**src/rtl/assert_macros.svh**
```systemverilog
// ----------------------------------------------------------------------------
// Assertion macros
// Shared concurrent assertion wrappers for the descriptor sizer blocks.
// ----------------------------------------------------------------------------
`ifndef ASSERT_MACROS_SVH
`define ASSERT_MACROS_SVH

// Implication checked on every rising edge of clk, held off during reset.
`define HRDIS_ASSERT(label, prop, msg) \
  label: assert property (@(posedge clk) disable iff (!rst_n) prop) else $error(msg);

// Same check, but evaluated through reset as well.
`define HRDIS_ASSERT_ALWAYS(label, prop, msg) \
  label: assert property (@(posedge clk) prop) else $error(msg);

`endif

```
**src/rtl/hrdis_pkg.sv**
```systemverilog
`timescale 1ns / 1ps
// ----------------------------------------------------------------------------
// hrdis_pkg
// Types and codes shared by the HID report descriptor input sizer.
// ----------------------------------------------------------------------------
package hrdis_pkg;

  // Short item type field (prefix bits 3:2)
  localparam logic [1:0] KIND_MAIN     = 2'd0;
  localparam logic [1:0] KIND_GLOBAL   = 2'd1;
  localparam logic [1:0] KIND_RESERVED = 2'd3;

  // Size code that stands for four data bytes
  localparam logic [1:0] SIZE_CODE_FOUR = 2'd3;
  localparam logic [2:0] LEN_FOUR       = 3'd4;

  // Main item tags
  localparam logic [3:0] TAG_INPUT      = 4'h8;
  localparam logic [3:0] TAG_OUTPUT     = 4'h9;
  localparam logic [3:0] TAG_COLLECTION = 4'hA;
  localparam logic [3:0] TAG_FEATURE    = 4'hB;
  localparam logic [3:0] TAG_END_COLL   = 4'hC;

  // Global item tags
  localparam logic [3:0] TAG_REPORT_SIZE  = 4'h7;
  localparam logic [3:0] TAG_REPORT_ID    = 4'h8;
  localparam logic [3:0] TAG_REPORT_COUNT = 4'h9;

  // Stop cause codes; STOP_NONE never leaves the block
  typedef enum logic [1:0] {
    STOP_DEPTH    = 2'd0,
    STOP_RESERVED = 2'd1,
    STOP_END      = 2'd2,
    STOP_NONE     = 2'd3
  } stop_cause_t;

  // Registered input beat
  typedef struct packed {
    logic       valid;
    logic [7:0] desc_byte;
    logic       last_byte;
  } in_beat_t;

  // Result handed from the parser to the output register
  typedef struct packed {
    logic        valid;
    logic [15:0] total_bits;
    logic        multi_report;
    stop_cause_t stop_cause;
  } result_t;

endpackage

```
**src/rtl/hrdis_in_if.sv**
```systemverilog
`timescale 1ns / 1ps
// ----------------------------------------------------------------------------
// hrdis_in_if
// Descriptor byte channel: valid/ready plus one byte and an end marker.
// ----------------------------------------------------------------------------
interface hrdis_in_if;
  logic       valid;
  logic       ready;
  logic [7:0] desc_byte;
  logic       last_byte;

  modport source (output valid, output desc_byte, output last_byte, input ready);
  modport sink   (input valid, input desc_byte, input last_byte, output ready);
endinterface

```
**src/rtl/hrdis_out_if.sv**
```systemverilog
`timescale 1ns / 1ps
// ----------------------------------------------------------------------------
// hrdis_out_if
// Result channel: valid/ready plus bit total, multi-report flag and cause.
// ----------------------------------------------------------------------------
interface hrdis_out_if;
  logic        valid;
  logic        ready;
  logic [15:0] total_bits;
  logic        multi_report;
  logic [1:0]  stop_cause;

  modport source (output valid, output total_bits, output multi_report,
                  output stop_cause, input ready);
  modport sink   (input valid, input total_bits, input multi_report,
                  input stop_cause, output ready);
endinterface

```
**src/rtl/hid_report_descriptor_input_sizer.sv**
```systemverilog
`timescale 1ns / 1ps
// ----------------------------------------------------------------------------
// hid_report_descriptor_input_sizer
// Parses HID short items and reports Input bits (report ID 0/1) per descriptor.
// ----------------------------------------------------------------------------
//  channel  dir  beat contents
//  in_ch    in   desc_byte[7:0], last_byte
//  out_ch   out  total_bits[15:0], multi_report, stop_cause[1:0]
//
//  One byte per cycle sustained while out_ch keeps up; a byte is held in the input
//  register and its result is loaded into the result register as it advances.
//  Each byte is decoded combinationally with one 16x16 multiply-add.
//  Reset is synchronous, active low, and clears all parser state.
//  A result left waiting on out_ch holds the next byte in the input register and stalls in_ch.
// ----------------------------------------------------------------------------
module hid_report_descriptor_input_sizer (
  input  logic        clk,
  input  logic        rst_n,
  hrdis_in_if.sink    in_ch,
  hrdis_out_if.source out_ch
);

  hrdis_pkg::in_beat_t beat;
  hrdis_pkg::result_t  res;
  logic                out_free;
  logic                adv;

  // Move the held byte through the parser when the result side has room
  assign adv = beat.valid && out_free;

  hrdis_in_reg u_in_reg (
    .clk   (clk),
    .rst_n (rst_n),
    .in_ch (in_ch),
    .adv   (adv),
    .beat  (beat)
  );

  hrdis_parser u_parser (
    .clk   (clk),
    .rst_n (rst_n),
    .beat  (beat),
    .adv   (adv),
    .res   (res)
  );

  hrdis_out_reg u_out_reg (
    .clk      (clk),
    .rst_n    (rst_n),
    .res      (res),
    .adv      (adv),
    .out_ch   (out_ch),
    .out_free (out_free)
  );

endmodule

```
**src/rtl/hrdis_in_reg.sv**
```systemverilog
`timescale 1ns / 1ps
// ----------------------------------------------------------------------------
// hrdis_in_reg
// Input register: captures one descriptor beat and holds it until advanced.
// ----------------------------------------------------------------------------
module hrdis_in_reg (
  input  logic               clk,
  input  logic               rst_n,
  hrdis_in_if.sink           in_ch,
  input  logic               adv,
  output hrdis_pkg::in_beat_t beat
);

  logic       valid_r, valid_nxt;
  logic [7:0] byte_r;
  logic       last_r;
  logic       take;

  // Accept a new beat when empty or when the held one moves on this cycle
  assign in_ch.ready = !valid_r || adv;
  assign take        = in_ch.valid && in_ch.ready;

  always_comb begin
    valid_nxt = valid_r;
    if (take) begin
      valid_nxt = 1'b1;
    end else if (adv) begin
      valid_nxt = 1'b0;
    end
  end

  always_ff @(posedge clk) begin
    if (!rst_n) begin
      valid_r <= 1'b0;
    end else begin
      valid_r <= valid_nxt;
    end
  end

  // Payload holds without reset
  always_ff @(posedge clk) begin
    if (take) begin
      byte_r <= in_ch.desc_byte;
      last_r <= in_ch.last_byte;
    end
  end

  assign beat.valid     = valid_r;
  assign beat.desc_byte = byte_r;
  assign beat.last_byte = last_r;

endmodule

```
**src/rtl/hrdis_parser.sv**
```systemverilog
`timescale 1ns / 1ps
// ----------------------------------------------------------------------------
// hrdis_parser
// Short-item decoder and report state; updates once per advanced beat.
// ----------------------------------------------------------------------------
`include "assert_macros.svh"

module hrdis_parser (
  input  logic                clk,
  input  logic                rst_n,
  input  hrdis_pkg::in_beat_t beat,
  input  logic                adv,
  output hrdis_pkg::result_t  res
);

  logic [2:0]  left_r,   left_nxt;
  logic [1:0]  pos_r,    pos_nxt;
  logic [15:0] value_r,  value_nxt;
  logic [7:0]  prefix_r, prefix_nxt;
  logic [15:0] size_r,   size_nxt;
  logic [15:0] count_r,  count_nxt;
  logic [7:0]  id_r,     id_nxt;
  logic [7:0]  depth_r,  depth_nxt;
  logic [15:0] total_r,  total_nxt;
  logic        multi_r,  multi_nxt;
  logic        done_r,   done_nxt;

  logic [15:0] product;
  logic [2:0]  len;
  logic        run;
  logic [7:0]  run_prefix;
  logic [15:0] run_value;
  logic [1:0]  run_type;
  logic [3:0]  run_tag;
  logic [7:0]  depth_dec;
  hrdis_pkg::stop_cause_t cause;

  // Low 16 bits of size times count
  assign product   = 16'(size_r * count_r);
  assign depth_dec = depth_r - 8'd1;
  assign len       = (beat.desc_byte[1:0] == hrdis_pkg::SIZE_CODE_FOUR) ?
                     hrdis_pkg::LEN_FOUR : {1'b0, beat.desc_byte[1:0]};

  // Collect prefix and data bytes, then run a complete item
  always_comb begin
    left_nxt   = left_r;
    pos_nxt    = pos_r;
    value_nxt  = value_r;
    prefix_nxt = prefix_r;
    size_nxt   = size_r;
    count_nxt  = count_r;
    id_nxt     = id_r;
    depth_nxt  = depth_r;
    total_nxt  = total_r;
    multi_nxt  = multi_r;
    done_nxt   = done_r;
    run        = 1'b0;
    run_prefix = beat.desc_byte;
    run_value  = 16'd0;
    cause      = hrdis_pkg::STOP_NONE;

    if (!done_r) begin
      if (left_r == 3'd0) begin
        if (len == 3'd0) begin
          run = 1'b1;
        end else begin
          prefix_nxt = beat.desc_byte;
          value_nxt  = 16'd0;
          pos_nxt    = 2'd0;
          left_nxt   = len;
        end
      end else begin
        // Only the low two data bytes are ever used
        if (pos_r == 2'd0) begin
          value_nxt[7:0] = beat.desc_byte;
        end else if (pos_r == 2'd1) begin
          value_nxt[15:8] = beat.desc_byte;
        end
        pos_nxt    = pos_r + 2'd1;
        left_nxt   = left_r - 3'd1;
        run        = (left_r == 3'd1);
        run_prefix = prefix_r;
        run_value  = value_nxt;
      end
    end

    run_type = run_prefix[3:2];
    run_tag  = run_prefix[7:4];

    if (run) begin
      if (run_type == hrdis_pkg::KIND_RESERVED) begin
        cause = hrdis_pkg::STOP_RESERVED;
      end else if (run_type == hrdis_pkg::KIND_MAIN) begin
        case (run_tag) inside
          hrdis_pkg::TAG_INPUT: begin
            if (id_r == 8'd0 || id_r == 8'd1) begin
              total_nxt = total_r + product;
            end
          end
          hrdis_pkg::TAG_OUTPUT, hrdis_pkg::TAG_FEATURE: begin
            size_nxt  = 16'd0;
            count_nxt = 16'd0;
          end
          hrdis_pkg::TAG_COLLECTION: begin
            depth_nxt = depth_r + 8'd1;
          end
          hrdis_pkg::TAG_END_COLL: begin
            depth_nxt = depth_dec;
            if (depth_dec == 8'd0) begin
              cause = hrdis_pkg::STOP_DEPTH;
            end
          end
          default: begin
          end
        endcase
      end else if (run_type == hrdis_pkg::KIND_GLOBAL) begin
        case (run_tag)
          hrdis_pkg::TAG_REPORT_SIZE:  size_nxt  = run_value;
          hrdis_pkg::TAG_REPORT_COUNT: count_nxt = run_value;
          hrdis_pkg::TAG_REPORT_ID: begin
            id_nxt    = run_value[7:0];
            multi_nxt = 1'b1;
          end
          default: begin
          end
        endcase
      end
    end

    if (!done_r && cause == hrdis_pkg::STOP_NONE && beat.last_byte) begin
      cause = hrdis_pkg::STOP_END;
    end
    if (cause != hrdis_pkg::STOP_NONE) begin
      done_nxt = 1'b1;
    end
  end

  // Result carries the totals after this beat's item
  assign res.valid        = adv && (cause != hrdis_pkg::STOP_NONE);
  assign res.total_bits   = total_nxt;
  assign res.multi_report = multi_nxt;
  assign res.stop_cause   = cause;

  // State update; the final byte returns everything to reset values
  always_ff @(posedge clk) begin
    if (!rst_n || (adv && beat.last_byte)) begin
      left_r   <= 3'd0;
      pos_r    <= 2'd0;
      value_r  <= 16'd0;
      prefix_r <= 8'd0;
      size_r   <= 16'd0;
      count_r  <= 16'd0;
      id_r     <= 8'd0;
      depth_r  <= 8'd0;
      total_r  <= 16'd0;
      multi_r  <= 1'b0;
      done_r   <= 1'b0;
    end else if (adv) begin
      left_r   <= left_nxt;
      pos_r    <= pos_nxt;
      value_r  <= value_nxt;
      prefix_r <= prefix_nxt;
      size_r   <= size_nxt;
      count_r  <= count_nxt;
      id_r     <= id_nxt;
      depth_r  <= depth_nxt;
      total_r  <= total_nxt;
      multi_r  <= multi_nxt;
      done_r   <= done_nxt;
    end
  end

  `HRDIS_ASSERT(a_no_result_after_stop, res.valid |-> !done_r,
    "result produced after parsing had stopped")
  `HRDIS_ASSERT(a_end_clears_state, (adv && beat.last_byte) |=>
    (!done_r && left_r == 3'd0 && depth_r == 8'd0 && total_r == 16'd0),
    "state not cleared after final byte")
  `HRDIS_ASSERT(a_last_gives_result, (adv && beat.last_byte && !done_r) |-> res.valid,
    "final byte of a running descriptor gave no result")
  `HRDIS_ASSERT(a_data_count_range, left_r <= hrdis_pkg::LEN_FOUR,
    "data byte count out of range")

endmodule

```
**src/rtl/hrdis_out_reg.sv**
```systemverilog
`timescale 1ns / 1ps
// ----------------------------------------------------------------------------
// hrdis_out_reg
// Result register: holds one result beat until the sink takes it.
// ----------------------------------------------------------------------------
`include "assert_macros.svh"

module hrdis_out_reg (
  input  logic               clk,
  input  logic               rst_n,
  input  hrdis_pkg::result_t res,
  input  logic               adv,
  hrdis_out_if.source        out_ch,
  output logic               out_free
);

  logic        valid_r, valid_nxt;
  logic [15:0] total_r;
  logic        multi_r;
  logic [1:0]  cause_r;

  // Room for a new result when empty or draining this cycle
  assign out_free = !valid_r || out_ch.ready;

  always_comb begin
    valid_nxt = valid_r;
    if (adv) begin
      valid_nxt = res.valid;
    end else if (out_ch.ready) begin
      valid_nxt = 1'b0;
    end
  end

  always_ff @(posedge clk) begin
    if (!rst_n) begin
      valid_r <= 1'b0;
    end else begin
      valid_r <= valid_nxt;
    end
  end

  // Load payload only with a fresh result
  always_ff @(posedge clk) begin
    if (adv && res.valid) begin
      total_r <= res.total_bits;
      multi_r <= res.multi_report;
      cause_r <= res.stop_cause;
    end
  end

  assign out_ch.valid        = valid_r;
  assign out_ch.total_bits   = total_r;
  assign out_ch.multi_report = multi_r;
  assign out_ch.stop_cause   = cause_r;

  `HRDIS_ASSERT(a_no_overwrite, adv |-> out_free,
    "parser advanced into a full result register")
  `HRDIS_ASSERT_ALWAYS(a_idle_in_reset, !rst_n |=> !valid_r,
    "result valid right after reset")

endmodule
```
**src/flat_wrapper.sv**
```systemverilog
// flat-port wrapper written by rule: the top's interface ports become plain ports
module hid_report_descriptor_input_sizer_flat 
  (clk, rst_n, in_ch_valid, in_ch_desc_byte, in_ch_last_byte, in_ch_ready, out_ch_valid, out_ch_total_bits, out_ch_multi_report, out_ch_stop_cause, out_ch_ready);
  hrdis_in_if in_ch_i ();
  hrdis_out_if out_ch_i ();
  input  logic clk;
  input  logic rst_n;
  input wire logic [$bits(in_ch_i.valid)-1:0] in_ch_valid;
  input wire logic [$bits(in_ch_i.desc_byte)-1:0] in_ch_desc_byte;
  input wire logic [$bits(in_ch_i.last_byte)-1:0] in_ch_last_byte;
  output wire logic [$bits(in_ch_i.ready)-1:0] in_ch_ready;
  output wire logic [$bits(out_ch_i.valid)-1:0] out_ch_valid;
  output wire logic [$bits(out_ch_i.total_bits)-1:0] out_ch_total_bits;
  output wire logic [$bits(out_ch_i.multi_report)-1:0] out_ch_multi_report;
  output wire logic [$bits(out_ch_i.stop_cause)-1:0] out_ch_stop_cause;
  input wire logic [$bits(out_ch_i.ready)-1:0] out_ch_ready;
  assign in_ch_i.valid = in_ch_valid;
  assign in_ch_i.desc_byte = in_ch_desc_byte;
  assign in_ch_i.last_byte = in_ch_last_byte;
  assign in_ch_ready = in_ch_i.ready;
  assign out_ch_valid = out_ch_i.valid;
  assign out_ch_total_bits = out_ch_i.total_bits;
  assign out_ch_multi_report = out_ch_i.multi_report;
  assign out_ch_stop_cause = out_ch_i.stop_cause;
  assign out_ch_i.ready = out_ch_ready;
  hid_report_descriptor_input_sizer u_core (.clk(clk), .rst_n(rst_n), .in_ch(in_ch_i), .out_ch(out_ch_i));
endmodule
```
**config.mk**
```make
export PLATFORM = sky130hd
export DESIGN_NAME = hid_report_descriptor_input_sizer_flat
export DESIGN_NICKNAME = d
export VERILOG_FILES = /design/src/rtl/hrdis_pkg.sv /design/src/rtl/hrdis_in_if.sv /design/src/rtl/hrdis_out_if.sv /design/src/rtl/hid_report_descriptor_input_sizer.sv /design/src/rtl/hrdis_in_reg.sv /design/src/rtl/hrdis_parser.sv /design/src/rtl/hrdis_out_reg.sv /design/src/flat_wrapper.sv
export VERILOG_INCLUDE_DIRS = /design/src /design/src/rtl
export SDC_FILE = /design/constraint.sdc
export NUM_CORES = 1
export LEC_CHECK = 0
export BUFFER_PORTS_ARGS = -buffer_cell sky130_fd_sc_hd__buf_2
export CAP_MARGIN = 20
export CORE_MARGIN = 3
export CORE_UTILIZATION = 64
export CTS_CLUSTER_SIZE = 14
export DETAILED_ROUTE_END_ITERATION = 16
export PLACE_DENSITY = 0.84
export SLEW_MARGIN = 20
export SYNTH_ARGS = -nofsm -noshare
export SYNTH_HDL_FRONTEND = slang
export SYNTH_SLANG_ARGS = --single-unit
```
**constraint.sdc**
```tcl
create_clock -name clk -period 7.2 [get_ports clk]
set_input_delay 0.72 -clock clk [delete_from_list [all_inputs] [get_ports clk]]
set_output_delay 0.72 -clock clk [all_outputs]
set_load 0.05 [all_outputs]
```
Yosys cells after proc, flatten, opt, wreduce, memory -nomap -nowiden
Index checks and enable logic that the tools add are counted.
{ "op_classes": {"n_eq_ne": 17, "multipliers": 1, "addsub": 5, "n_mux": 50, "n_reduce_logical": 35, "n_bitwise": 6} }
{ "ops": {"columns": ["operator", "count"], "rows": [
  ["16-bit 2-to-1 mux", 17],
  ["8-bit 2-to-1 mux", 7],
  ["2-bit 2-to-1 mux", 11],
  ["7-bit AND reduction", 3],
  ["4-bit == test (second input constant)", 5],
  ["16-bit adder", 1],
  ["8-bit logical NOT", 2],
  ["16-bit by 16-bit multiplier with 16-bit output", 1],
  ["1-bit 2-to-1 mux", 12],
  ["2-bit nonzero test", 6],
  ["3-bit 2-to-1 mux", 3],
  ["8-bit by 1-bit adder with 8-bit output (second input constant)", 1],
  ["8-bit by 1-bit == test with 1-bit output (second input constant)", 1],
  ["8-bit by 1-bit subtractor with 8-bit output (second input constant)", 1],
  ["1-bit logical AND", 7],
  ["2-bit == test (second input constant)", 3],
  ["3-bit logical NOT", 2],
  ["2-bit inequality test (second input constant)", 3],
  ["1-bit NOT", 6],
  ["6-bit AND reduction", 1],
  ["2-bit by 1-bit == test with 1-bit output (second input constant)", 2],
  ["4-bit by 3-bit == test with 1-bit output (second input constant)", 1],
  ["1-bit logical NOT", 4],
  ["2-bit logical NOT", 2],
  ["other kinds (9)", 12]
]} }
{ "word_totals": {"output_inout_bits": 21, "inputBits": 13, "elab_cells": 132, "regBits": 125} }

Logic depth before layout (Yosys ltp)
Gate-level depths: netlist (run 1).
{ "logic_depth": {"word_depth": 18, "ltp_mapped": 21, "ltp_nobuf": 20} }

Modules after synthesis
Synthesis (run 1) repeated with hierarchy kept, for this count alone.
{ "unflattened": {"hier_cells": 1132, "area_unflattened_um2": 10074.7} }
{ "by_module_without_submodules": {"columns": ["mod", "area_per_inst_um2", "n_inst", "seq_area_each_um2", "cells_per_inst"], "rows": [
  ["hrdis_parser", 9103.7, 1, 1841.8, 1091],
  ["hrdis_out_reg", 621.8, 1, 590.6, 24],
  ["hrdis_in_reg", 342.8, 1, 290.3, 16],
  ["hid_report_descriptor_input_sizer", 6.3, 1, 0.0, 1]
]} }

Worst setup path after synthesis (run 1)
No wires, ideal clock.
{ "synth_timing": {"path_type": "register to register", "from": "reg u_core.u_parser.count_r[4]", "to": "reg u_core.u_out_reg.total_r[15] (netlist: u_core.u_out_reg.out_ch.total_bits[15]), data pin", "stages_incl_launch_ff": 20, "arrival_ns": 5.088, "path_slack_ns": 1.845, "path_buffers": 1, "setup_ns": 0.267, "cell_sequence": "dfxtp_1 -> clkbuf_1 -> and2_1 -> fa_1 -> inv_1 -> fa_1 -> fa_1 -> fa_1 -> inv_1 -> fa_1 -> inv_1 -> fa_1 -> inv_1 -> ha_1 -> a21o_1 -> a21o_1 -> a211o_1 -> a31oi_1 -> xor2_1 -> a21oi_1"} }
{ "synth_rtl": {"columns": ["element", "line", "source"], "rows": [
  ["start: declaration", "hrdis_parser.sv:21", "logic [15:0] count_r, count_nxt;"],
  ["start signal: assignment", "hrdis_parser.sv:164", "count_r <= count_nxt;"],
  ["end signal: assignment", "hrdis_out_reg.sv:45", "total_r <= res.total_bits;"],
  ["end: declaration", "hrdis_out_reg.sv:18", "logic [15:0] total_r;"]
]} }

==> results of run 1 <==
per-layer routing:
layer  routed length (um)  GRT usage [%]  vias up
li1                     -              -     3576
met1                 9400           35.0     3726
met2                11300           48.6      233
met3                 1050           5.77       46
met4                  498           9.26        0
met5                    0              0        -
registers in the layout, indices dropped and copies added (netlist names), 6 cells and up:
| register | cells |
|---|---|
| u_core.u_in_reg.byte_r | 8 |
| u_core.u_out_reg.out_ch.total_bits | 16 |
| u_core.u_parser.count_r | 16 |
| u_core.u_parser.depth_r | 8 |
| u_core.u_parser.id_r | 7 |
| u_core.u_parser.prefix_r | 6 |
| u_core.u_parser.size_r | 16 |
| u_core.u_parser.total_r | 16 |
| u_core.u_parser.value_r | 16 |
tightest hold or removal path, cell delays in order (launching register included):
cell	delay [ns]
dfxtp_1	0.30
nand2_1	0.05
a21oi_1	0.05
worst paths after layout:
path	endpoint	cells after the start	slack, ns	startpoint
setup / recovery	u_core.u_out_reg.out_ch.total_bits[15]	18	1.42	u_core.u_parser.count_r[1]
hold / removal	u_core.u_parser.total_r[3]	2	0.46	u_core.u_parser.total_r[3]
hold reg to reg	u_core.u_parser.total_r[3]	2	0.46	u_core.u_parser.total_r[3]
setup reg to reg	u_core.u_out_reg.out_ch.total_bits[15]	18	1.42	u_core.u_parser.count_r[1]
report_power, final:
group          internal, mW  leakage [nW]  switching, mW
clock                 0.518         0.291          0.323
sequential            0.711          1.01         0.0101
combinational        0.0352          3.42         0.0896
area by class of cell:
cell class              count  area (sq um)  share of cell area (%)
multi-input cells         780          6290                    59.0
flip-flops and latches    122          2720                    25.5
inverters                 172           646                    6.05
clock buffers              21           482                    4.52
well taps                 184           230                    2.16
repair buffers             35           180                    1.69
clock inverters            11           108                    1.01
cell families (layout without fill, tap and decap cells):
group                      count (synthesis)  after routing  synth area share (%)
AOI/OAI and AO/OA                        129            129                  8.16
xor gates and xnor gates                  45             45                  4.12
adders and majority gates                157            157                  27.0
buffers and inverters                    223            239                  8.99
DFF                                      122            122                  27.5
muxes                                     62             62                  6.44
and+or+nand+nor                          387            387                  17.8
metrics by stage:
| stage | cell area (sq um) | hold slack (ns) | total power, mW | util, % |
|---|---|---|---|---|
| floorplan | 9890 | 0.432 | 0.830 | - |
| global placement | 10100 | 0.438 | 0.856 | 68.0 |
| detailed placement | 10100 | 0.443 | 0.858 | 68.0 |
| CTS | 10700 | 0.453 | 1.69 | 72.0 |
| global route | 10700 | 0.454 | 1.74 | 72.0 |
| finish | 10700 | 0.456 | 1.69 | 72.0 |
cell usage in the layout, fill, tap and decap left out, types with 28 or more instances in the layout:
cell type and instances:
and2_1 59, dfxtp_1 94, buf_2 33, a21oi_1 58, xnor2_1 34, nand2_1 162, mux2i_1 49, nor2_1 107
fa_1 94, ha_1 63, inv_1 172, edfxtp_1 28
==> results.sh, run 1 <==
export IMPL_setup_viol=0
export IMPL_antenna_found_initial=0
export IMPL_clockBufferDepth=2
export IMPL_synthMostInstantiatedCell="inv_1"
export IMPL_crit_arrival_ns=5.94
export IMPL_fin_worst_skew_ns=0.00709
export IMPL_crit_buf_inv=4
export IMPL_root_buffer="clkbuf_16"
export IMPL_io_pins=34
export IMPL_routabilityCongestion=0.912
export IMPL_ys_ff_latch=122
export IMPL_hold_violations=0
export IMPL_setup_tns_ns=0
export IMPL_criticalPathCategory="reg2reg"
export IMPL_power_density_nw_per_um2=158
export IMPL_cts_setup_buffers=0
export IMPL_cts_clk_slew_worst_paths_ns=0.05
export IMPL_synth_largest_area_cell="dfxtp_1"
export IMPL_htree_levels=4
export IMPL_area_growth_pct=7.78
export IMPL_cts_tree="yes"
export IMPL_dp_cells=1293
export IMPL_cp_top_family="adder cells"
export IMPL_drc=0
export IMPL_fmax_mhz=173
export IMPL_async_reset_ff_share_pct=0
export IMPL_yosys_area_top_type_share_pct=19.0
export IMPL_design_die_area_sq_um=17000
export IMPL_preCtsSetupSlack_ns=1.44
export IMPL_ys_warn_count=0
export IMPL_cts_buffers=17
export IMPL_track_usage_pct=28.0
export IMPL_worstPathMaxFanout=16
export IMPL_synth_nets=1295
export IMPL_critPathRequiredTime_ns=7.36
export IMPL_grt_max_degree=68
export IMPL_ant_nets=0
export IMPL_cts_hold_buf=0
export IMPL_core_area_sq_um=14800
export IMPL_diodes=0
export IMPL_synth_seq_area_share_pct=27.5
export IMPL_wl_um=22200
export IMPL_fin_ws_ns=1.42
export IMPL_synthTopCellsByCount="172 x inv_1, 163 x nand2_1, 108 x nor2_1"
export IMPL_rsz0062_at_grt="no"
export IMPL_timing_critical_path_mode_cell="fa_1"
export IMPL_nNetsFinal=1298
export IMPL_maxCapViolCount=0
export IMPL_synth_area_top_cells="dfxtp_1 19%, fa_1 19%, edfxtp_1 8.5%"
export IMPL_grt_pass1_vias=7757
export IMPL_fp_dieH_um=130
export IMPL_die_w_um=130
export IMPL_synth_edf_count=28
export IMPL_hold_class="reg2reg"
export IMPL_vias=7581
export IMPL_fin_crit_ns=5.78
export IMPL_syn_inst=1125
export IMPL_slew_headroom_pct=29.9
export IMPL_port_buffers=33
export IMPL_num_fill_cells=1076
export IMPL_fin_cells=1325
export IMPL_grt_pass1_wl_um=37300
export IMPL_first_iter_violations=574
export IMPL_cp_slowest_stage_delay_ns=0.55
export IMPL_globalRouteOverflowTotal=0
export IMPL_cp_start_kind="flop"
export IMPL_cts_resized=0
export IMPL_synthFlopType="dfxtp_1"
export IMPL_syn_cell_area_sq_um=9890
export IMPL_drt_wirelength_per_cell_um=16.8
export IMPL_clock_sinks=122
export IMPL_slowest_stage="fa_1"
export IMPL_first_pass_iters=5
export IMPL_dp_hpwl_um=16300
export IMPL_avgSynthCellArea_sq_um=8.79
export IMPL_initial_utilization_pct=66.8
export IMPL_layout_drive_gt1_share_pct=7.80
export IMPL_post_route_period_util_pct=80.3
export IMPL_end_kind="flop"
export IMPL_synth_cell_types=62
export IMPL_crit_chain="and2_1 -> fa_1 -> inv_1 -> fa_1 -> fa_1 -> fa_1 -> inv_1 -> fa_1 -> inv_1 -> fa_1 -> inv_1 -> ha_1 -> a21o_1 -> a21o_1 -> a211o_1 -> a31oi_1 -> xor2_1 -> a21oi_1"
export IMPL_power_leakage_nw=4.72
export IMPL_routed_via_density=5.72
export IMPL_status="finished clean"
export IMPL_ir_drop_mv=0.179
export IMPL_rows=44
export IMPL_finalMaxSlewViolations=0
export IMPL_clk_latency_ns=0.42
export IMPL_worst_pin_slew_ns=1.05
Note: power is estimated with default switching activity, not from simulation.
==> inputs of run 2 (changes only) <==
--- a/config.mk
+++ b/config.mk
@@ -6,6 +6,7 @@
 export SDC_FILE = /design/constraint.sdc
 export NUM_CORES = 1
 export LEC_CHECK = 0
+export ABC_AREA = 1
 export BUFFER_PORTS_ARGS = -buffer_cell sky130_fd_sc_hd__buf_2
 export CAP_MARGIN = 20
 export CORE_MARGIN = 3
==> constraint.sdc (replaced) <==
create_clock -name clk -period 6 [get_ports clk]
set_input_delay 0.6 -clock clk [delete_from_list [all_inputs] [get_ports clk]]
set_output_delay 0.6 -clock clk [all_outputs]
set_load 0.05 [all_outputs]
==> run 2 against run 1 <==
Against the previous run:
- hold slack lost 0.11 ns
- via count grew 16%
- synthesized area grew 4.8%
- combinational power grew 120%
- critical path depth grew 5
- synthesized cell count grew 24%
- die area grew 4.6%
- register-to-register slack lost 1.1 ns
- global-route usage grew 0.50 points
- clock-buffer cell count shrank 4
- critical path type unchanged
- highest routed layer unchanged
==> results.sh, run 2 <==
export IMPL_initial_utilization_pct=66.7
export IMPL_yosys_area_top_type_share_pct=18.2
export IMPL_worstPathMaxFanout=16
export IMPL_layout_drive_gt1_share_pct=8.27
export IMPL_port_buffers=33
export IMPL_reg2reg_from="u_core.u_parser.count_r[2]"
export IMPL_critPathRequiredTime_ns=6.18
export IMPL_num_fill_cells=1177
export IMPL_cp_start_kind="flop"
export IMPL_post_route_period_util_pct=94.4
export IMPL_setup_viol=0
export IMPL_power_mw=2.16
export IMPL_fmax_mhz=177
export IMPL_clockBufferDepth=2
export IMPL_fin_hold_ws_ns=0.342
export IMPL_avgSynthCellArea_sq_um=7.41
export IMPL_synth_area_top_cells="dfxtp_1 18%, fa_1 18%, inv_1 12%"
export IMPL_rows=45
export IMPL_root_buffer="clkbuf_16"
export IMPL_hold_depth=1
export IMPL_area_growth_pct=8.09
export IMPL_cp_startpoint="u_core.u_parser.count_r[2]"
export IMPL_track_usage_pct=28.5
export IMPL_fin_worst_skew_ns=0.00960
export IMPL_routed_via_density=5.42
export IMPL_cp_top_family="adder cells"
export IMPL_vias=8806
export IMPL_ir_drop_mv=0.204
export IMPL_nNetsFinal=1572
export IMPL_globalRouteOverflowTotal=0
export IMPL_setup_tns_ns=0
export IMPL_async_reset_ff_share_pct=0
export IMPL_status="finished clean"
export IMPL_routabilityCongestion=0.957
export IMPL_ant_nets=0
export IMPL_drt_wirelength_per_cell_um=15.0
export IMPL_clk_latency_ns=0.43
export IMPL_diodes=0
export IMPL_cts_buffers=17
export IMPL_cts_hold_buf=0
export IMPL_synthMostInstantiatedCell="inv_1"
export IMPL_syn_cell_area_sq_um=10400
export IMPL_clock_sinks=122
export IMPL_layout_common_cells="333 x inv_1, 288 x nand2_1, 94 x fa_1"
export IMPL_synth_nets=1569
export IMPL_synthFlopType="dfxtp_1"
export IMPL_synth_edf_count=28
export IMPL_critical_path_depth=23
export IMPL_slowest_stage="dfxtp_1"
export IMPL_ys_ff_latch=122
export IMPL_fp_dieH_um=133
export IMPL_first_pass_iters=5
export IMPL_ys_warn_count=0
export IMPL_cts_tree="yes"
export IMPL_grt_pass1_wl_um=41100
export IMPL_antenna_found_initial=0
export IMPL_synth_seq_area_share_pct=26.3
export IMPL_crit_chain="nand2_1 -> fa_1 -> fa_1 -> inv_1 -> fa_1 -> fa_1 -> fa_1 -> inv_1 -> fa_1 -> inv_1 -> ha_1 -> nand2_1 -> nor2_1 -> nand3_1 -> nand3_1 -> nand2_1 -> nand2_1 -> a21o_1 -> inv_1 -> nand2_1 -> nand3_1 -> nand2_1 -> inv_1"
export IMPL_synthTopCellsByCount="333 x inv_1, 288 x nand2_1, 94 x dfxtp_1, 94 x fa_1, 90 x nor2_1"
export IMPL_worst_pin_slew_ns=0.799
export IMPL_layout_commonest_cell="inv_1"
export IMPL_rsz0062_at_grt="no"
export IMPL_cp_slowest_stage_delay_ns=0.70
export IMPL_maxCapViolCount=0
export IMPL_io_pins=34
export IMPL_grt_pass1_vias=8892
export IMPL_design_die_area_sq_um=17800
export IMPL_criticalPathCategory="reg2reg"
export IMPL_power_leakage_nw=5.80
export IMPL_crit_buf_inv=5
export IMPL_end_kind="flop"
export IMPL_syn_inst=1399
export IMPL_wl_um=24400
export IMPL_die_w_um=133
export IMPL_hold_path_startpoint="in_ch_desc_byte[3]"
export IMPL_finalMaxSlewViolations=0
export IMPL_cts_clk_slew_worst_paths_ns=0.06
export IMPL_reg2reg_depth=23
export IMPL_first_iter_violations=713
export IMPL_grt_max_degree=69
export IMPL_dp_hpwl_um=18000
export IMPL_hold_violations=0
export IMPL_fin_crit_ns=5.66
export IMPL_htree_levels=4
export IMPL_synth_largest_area_cell="dfxtp_1"
export IMPL_core_area_sq_um=15500
export IMPL_crit_arrival_ns=5.84
export IMPL_synth_cell_types=48
export IMPL_drc=0
export IMPL_power_density_nw_per_um2=193
export IMPL_slew_headroom_pct=46.7
export IMPL_hold_class="in2reg"
-- run 2: cell types whose count changed after synthesis, sizes merged, moves of 28 or more --
cell / before / now
a21oi: 59 / 87
xnor2: 34 / 4
mux2i: 49 / 2
and2: 59 / 0
inv: 172 / 341
o21ai: 25 / 122
nand2: 163 / 297
nand3: 7 / 47
-- run 2: final cells by class --
class | instances | area (sq um) | share of cell area [%]
inverter | 345 | 1300 | 11.6
timing repair buffer | 43 | 240 | 2.14
clock buffer | 17 | 425 | 3.80
clock inverter | 15 | 150 | 1.34
tap | 211 | 264 | 2.36
multi-input combinational | 873 | 6100 | 54.5
sequential | 122 | 2720 | 24.3
-- run 2: worst register-to-register path, stage by stage (launching register included) --
cell	delay [ns]
dfxtp_1	0.70
nand2_1	0.18
fa_1	0.52
fa_1	0.55
inv_1	0.05
fa_1	0.48
fa_1	0.50
fa_1	0.49
inv_1	0.05
fa_1	0.48
inv_1	0.04
ha_1	0.32
nand2_1	0.09
nor2_1	0.15
nand3_1	0.10
nand3_1	0.13
nand2_1	0.08
nand2_1	0.07
a21o_1	0.14
inv_1	0.04
nand2_1	0.06
nand3_1	0.06
nand2_1	0.10
inv_1	0.04
-- run 2: timing repair --
action,CTS,global route
setup endpoints to repair,0,1
resized for setup,0,1
setup buffers,0,0
-- run 2: final timing paths --
check / to / slack, ns
worst max-delay path: u_core.u_out_reg.out_ch.total_bits[15] / 0.34
worst min-delay path: u_core.u_in_reg.byte_r[3] / 0.34
worst max register to register: u_core.u_out_reg.out_ch.total_bits[15] / 0.34
worst min register to register: u_core.u_parser.id_r[7] / 0.45
-- run 2: cells by family after synthesis --
family / after synthesis / synth area share, %
fa+ha+maj: 157 / 25.8
flops: 122 / 26.3
simple gates: 466 / 19.2
xor+xnor: 19 / 1.61
mux: 2 / 0.193
compound gates: 229 / 12.0
buf+inv: 404 / 14.9
-- run 2: through the flow --
step	cell area (sq um)	setup slack, ns	instances	util (%)
global placement	10600	0.493	1594	68.3
floorplan	10400	0.608	1399	-
CTS	11200	0.320	1626	72.0
finish	11200	0.338	1626	72.1
global route	11200	0.00616	1626	72.1
detailed placement	10600	0.375	1594	68.3
-- run 2: layer usage --
layer  part of all wire, %  global-route usage [%]  vias to the layer above
li1                      -                       -                     4270
met1                    40                    35.8                     4107
met2                    49                    48.4                      350
met3                   6.7                    4.49                       79
met4                   4.3                    13.2                        0
met5                     0                       0                        -
-- run 2: report_power, final --
group	switching [mW]	internal (mW)
logic	0.198	0.0746
registers	0.0150	0.871
clock network	0.424	0.582
==> inputs of run 3 (changes only) <==
--- a/config.mk
+++ b/config.mk
@@ -10,10 +10,10 @@
 export BUFFER_PORTS_ARGS = -buffer_cell sky130_fd_sc_hd__buf_2
 export CAP_MARGIN = 20
 export CORE_MARGIN = 3
-export CORE_UTILIZATION = 64
+export CORE_UTILIZATION = 36
 export CTS_CLUSTER_SIZE = 14
 export DETAILED_ROUTE_END_ITERATION = 16
-export PLACE_DENSITY = 0.84
+export PLACE_DENSITY = 0.53
 export SLEW_MARGIN = 20
 export SYNTH_ARGS = -nofsm -noshare
 export SYNTH_HDL_FRONTEND = slang
==> run 3 against run 2 <==
Against the previous run:
- sequential power about the same
- clock skew rose by 0.013 ns
- routed wire length is 4.2% higher
- critical endpoint unchanged
- highest routed layer unchanged
==> results.sh, run 3 (same netlist as run 2, synthesis figures left out) <==
export IMPL_status="finished clean"
export IMPL_design_die_area_sq_um=30900
export IMPL_rsz0062_at_grt="no"
export IMPL_routabilityCongestion=0.851
export IMPL_finalMaxSlewViolations=0
export IMPL_io_pins=34
export IMPL_grt_pass1_wl_um=42100
export IMPL_htree_levels=4
export IMPL_num_fill_cells=3023
export IMPL_crit_arrival_ns=5.63
export IMPL_cp_top_family="adder cells"
export IMPL_cts_hold_buf=0
export IMPL_end_kind="flop"
export IMPL_power_leakage_nw=5.86
export IMPL_hold_class="in2reg"
export IMPL_layout_common_cells="333 x inv_1, 288 x nand2_1, 94 x fa_1, 94 x dfxtp_1, 90 x nor2_1"
export IMPL_worst_pin_slew_ns=0.869
export IMPL_cts_tree="yes"
export IMPL_maxCapViolCount=0
export IMPL_ir_drop_mv=0.180
export IMPL_hold_violations=0
export IMPL_layout_drive_gt1_share_pct=8.45
export IMPL_setup_tns_ns=0
export IMPL_fp_dieH_um=176
export IMPL_grt_max_degree=66
export IMPL_cts_clk_slew_worst_paths_ns=0.06
export IMPL_clk_latency_ns=0.42
export IMPL_nNetsFinal=1577
export IMPL_crit_chain="nand2_1 -> fa_1 -> fa_1 -> inv_1 -> fa_1 -> fa_1 -> fa_1 -> inv_1 -> fa_1 -> inv_1 -> ha_1 -> nand2_1 -> nor2_1 -> nand3_1 -> nand3_1 -> nand2_1 -> nand2_1 -> a21o_1 -> inv_1 -> nand2_1 -> nand3_1 -> nand2_1 -> inv_1"
export IMPL_cts_buffers=17
export IMPL_slowest_stage="dfxtp_1"
export IMPL_crit_buf_inv=5
export IMPL_area_growth_pct=11.0
export IMPL_initial_utilization_pct=36.9
export IMPL_critPathRequiredTime_ns=6.17
export IMPL_wl_um=25400
export IMPL_clockBufferDepth=2
export IMPL_drc=0
export IMPL_cp_slowest_stage_delay_ns=0.68
export IMPL_die_w_um=176
export IMPL_power_density_nw_per_um2=198
export IMPL_first_iter_violations=487
export IMPL_cts_resized=0
export IMPL_criticalPathCategory="reg2reg"
export IMPL_multiInputGateArea_sq_um=6100
export IMPL_fmax_mhz=183
export IMPL_layout_commonest_cell="inv_1"
export IMPL_worstPathMaxFanout=15
export IMPL_vias=8332
export IMPL_fin_worst_skew_ns=0.0226
export IMPL_root_buffer="clkbuf_16"
export IMPL_routed_via_density=4.63
export IMPL_globalRouteOverflowTotal=0
export IMPL_first_pass_iters=6
export IMPL_cts_setup_buffers=0
export IMPL_track_usage_pct=17.1
export IMPL_final_cell_area_sq_um=11500
export IMPL_port_buffers=33
export IMPL_placed_area_sq_um=10900
export IMPL_setup_viol=0
export IMPL_clock_sinks=122
export IMPL_area_sequential_sq_um=2720
export IMPL_cp_start_kind="flop"
export IMPL_core_area_sq_um=28100
export IMPL_antenna_found_initial=0
export IMPL_slew_headroom_pct=42.0
export IMPL_dp_hpwl_um=19900
export IMPL_drt_wirelength_per_cell_um=14.1
export IMPL_fin_crit_ns=5.46
export IMPL_post_route_period_util_pct=91.1
export IMPL_grt_pass1_vias=8166
export IMPL_diodes=0
export IMPL_rows=61
export IMPL_ant_nets=0
-- run 3: power breakdown --
part	switching, mW	leakage [nW]	internal (mW)
clock	0.412	0.315	0.708
sequential	0.0142	1.03	0.871
combinational	0.196	4.52	0.0738
total	0.622	5.86	1.65
-- run 3: area by class of cell --
type / count / share of cell area, %
inverters: 345 / 11.3
clock buffers: 21 / 4.19
clock inverters: 11 / 1.34
multi-input cells: 873 / 53.0
flip-flops and latches: 122 / 23.7
repair buffers: 48 / 2.41
well taps: 378 / 4.11
-- run 3: metrics by stage --
stage	setup slack, ns	hold WS, ns	cells	power [mW]	utilization [%]
2_1_floorplan	0.608	0.427	1399	1.11	-
3_3_place_gp	0.567	0.448	1766	1.17	38.7
3_5_place_dp	0.505	0.450	1766	1.18	38.7
4_1_cts	0.527	0.333	1798	2.30	41.0
5_1_grt	0.0982	0.337	1798	2.37	41.0
6_report	0.537	0.349	1798	2.27	41.0
-- run 3: metal layers --
metal	GRT usage [%]	up-vias	wire, um
met3	3.26	37	1010
met5	0	-	0
met1	22.8	3870	11800
met2	28.1	148	12000
li1	-	4277	-
met4	5.31	0	583
-- run 3: path summary, 6_finish.rpt --
| kind | start | end | slack (ns) | cells after the start |
|---|---|---|---|---|
| worst min register to register | u_core.u_parser.size_r[15] | u_core.u_parser.size_r[15] | 0.46 | 2 |
| worst max-delay path | u_core.u_parser.count_r[3] | u_core.u_out_reg.out_ch.total_bits[15] | 0.54 | 23 |
| worst max register to register | u_core.u_parser.count_r[3] | u_core.u_out_reg.out_ch.total_bits[15] | 0.54 | 23 |
| worst min-delay path | in_ch_desc_byte[7] | u_core.u_in_reg.byte_r[7] | 0.35 | 1 |
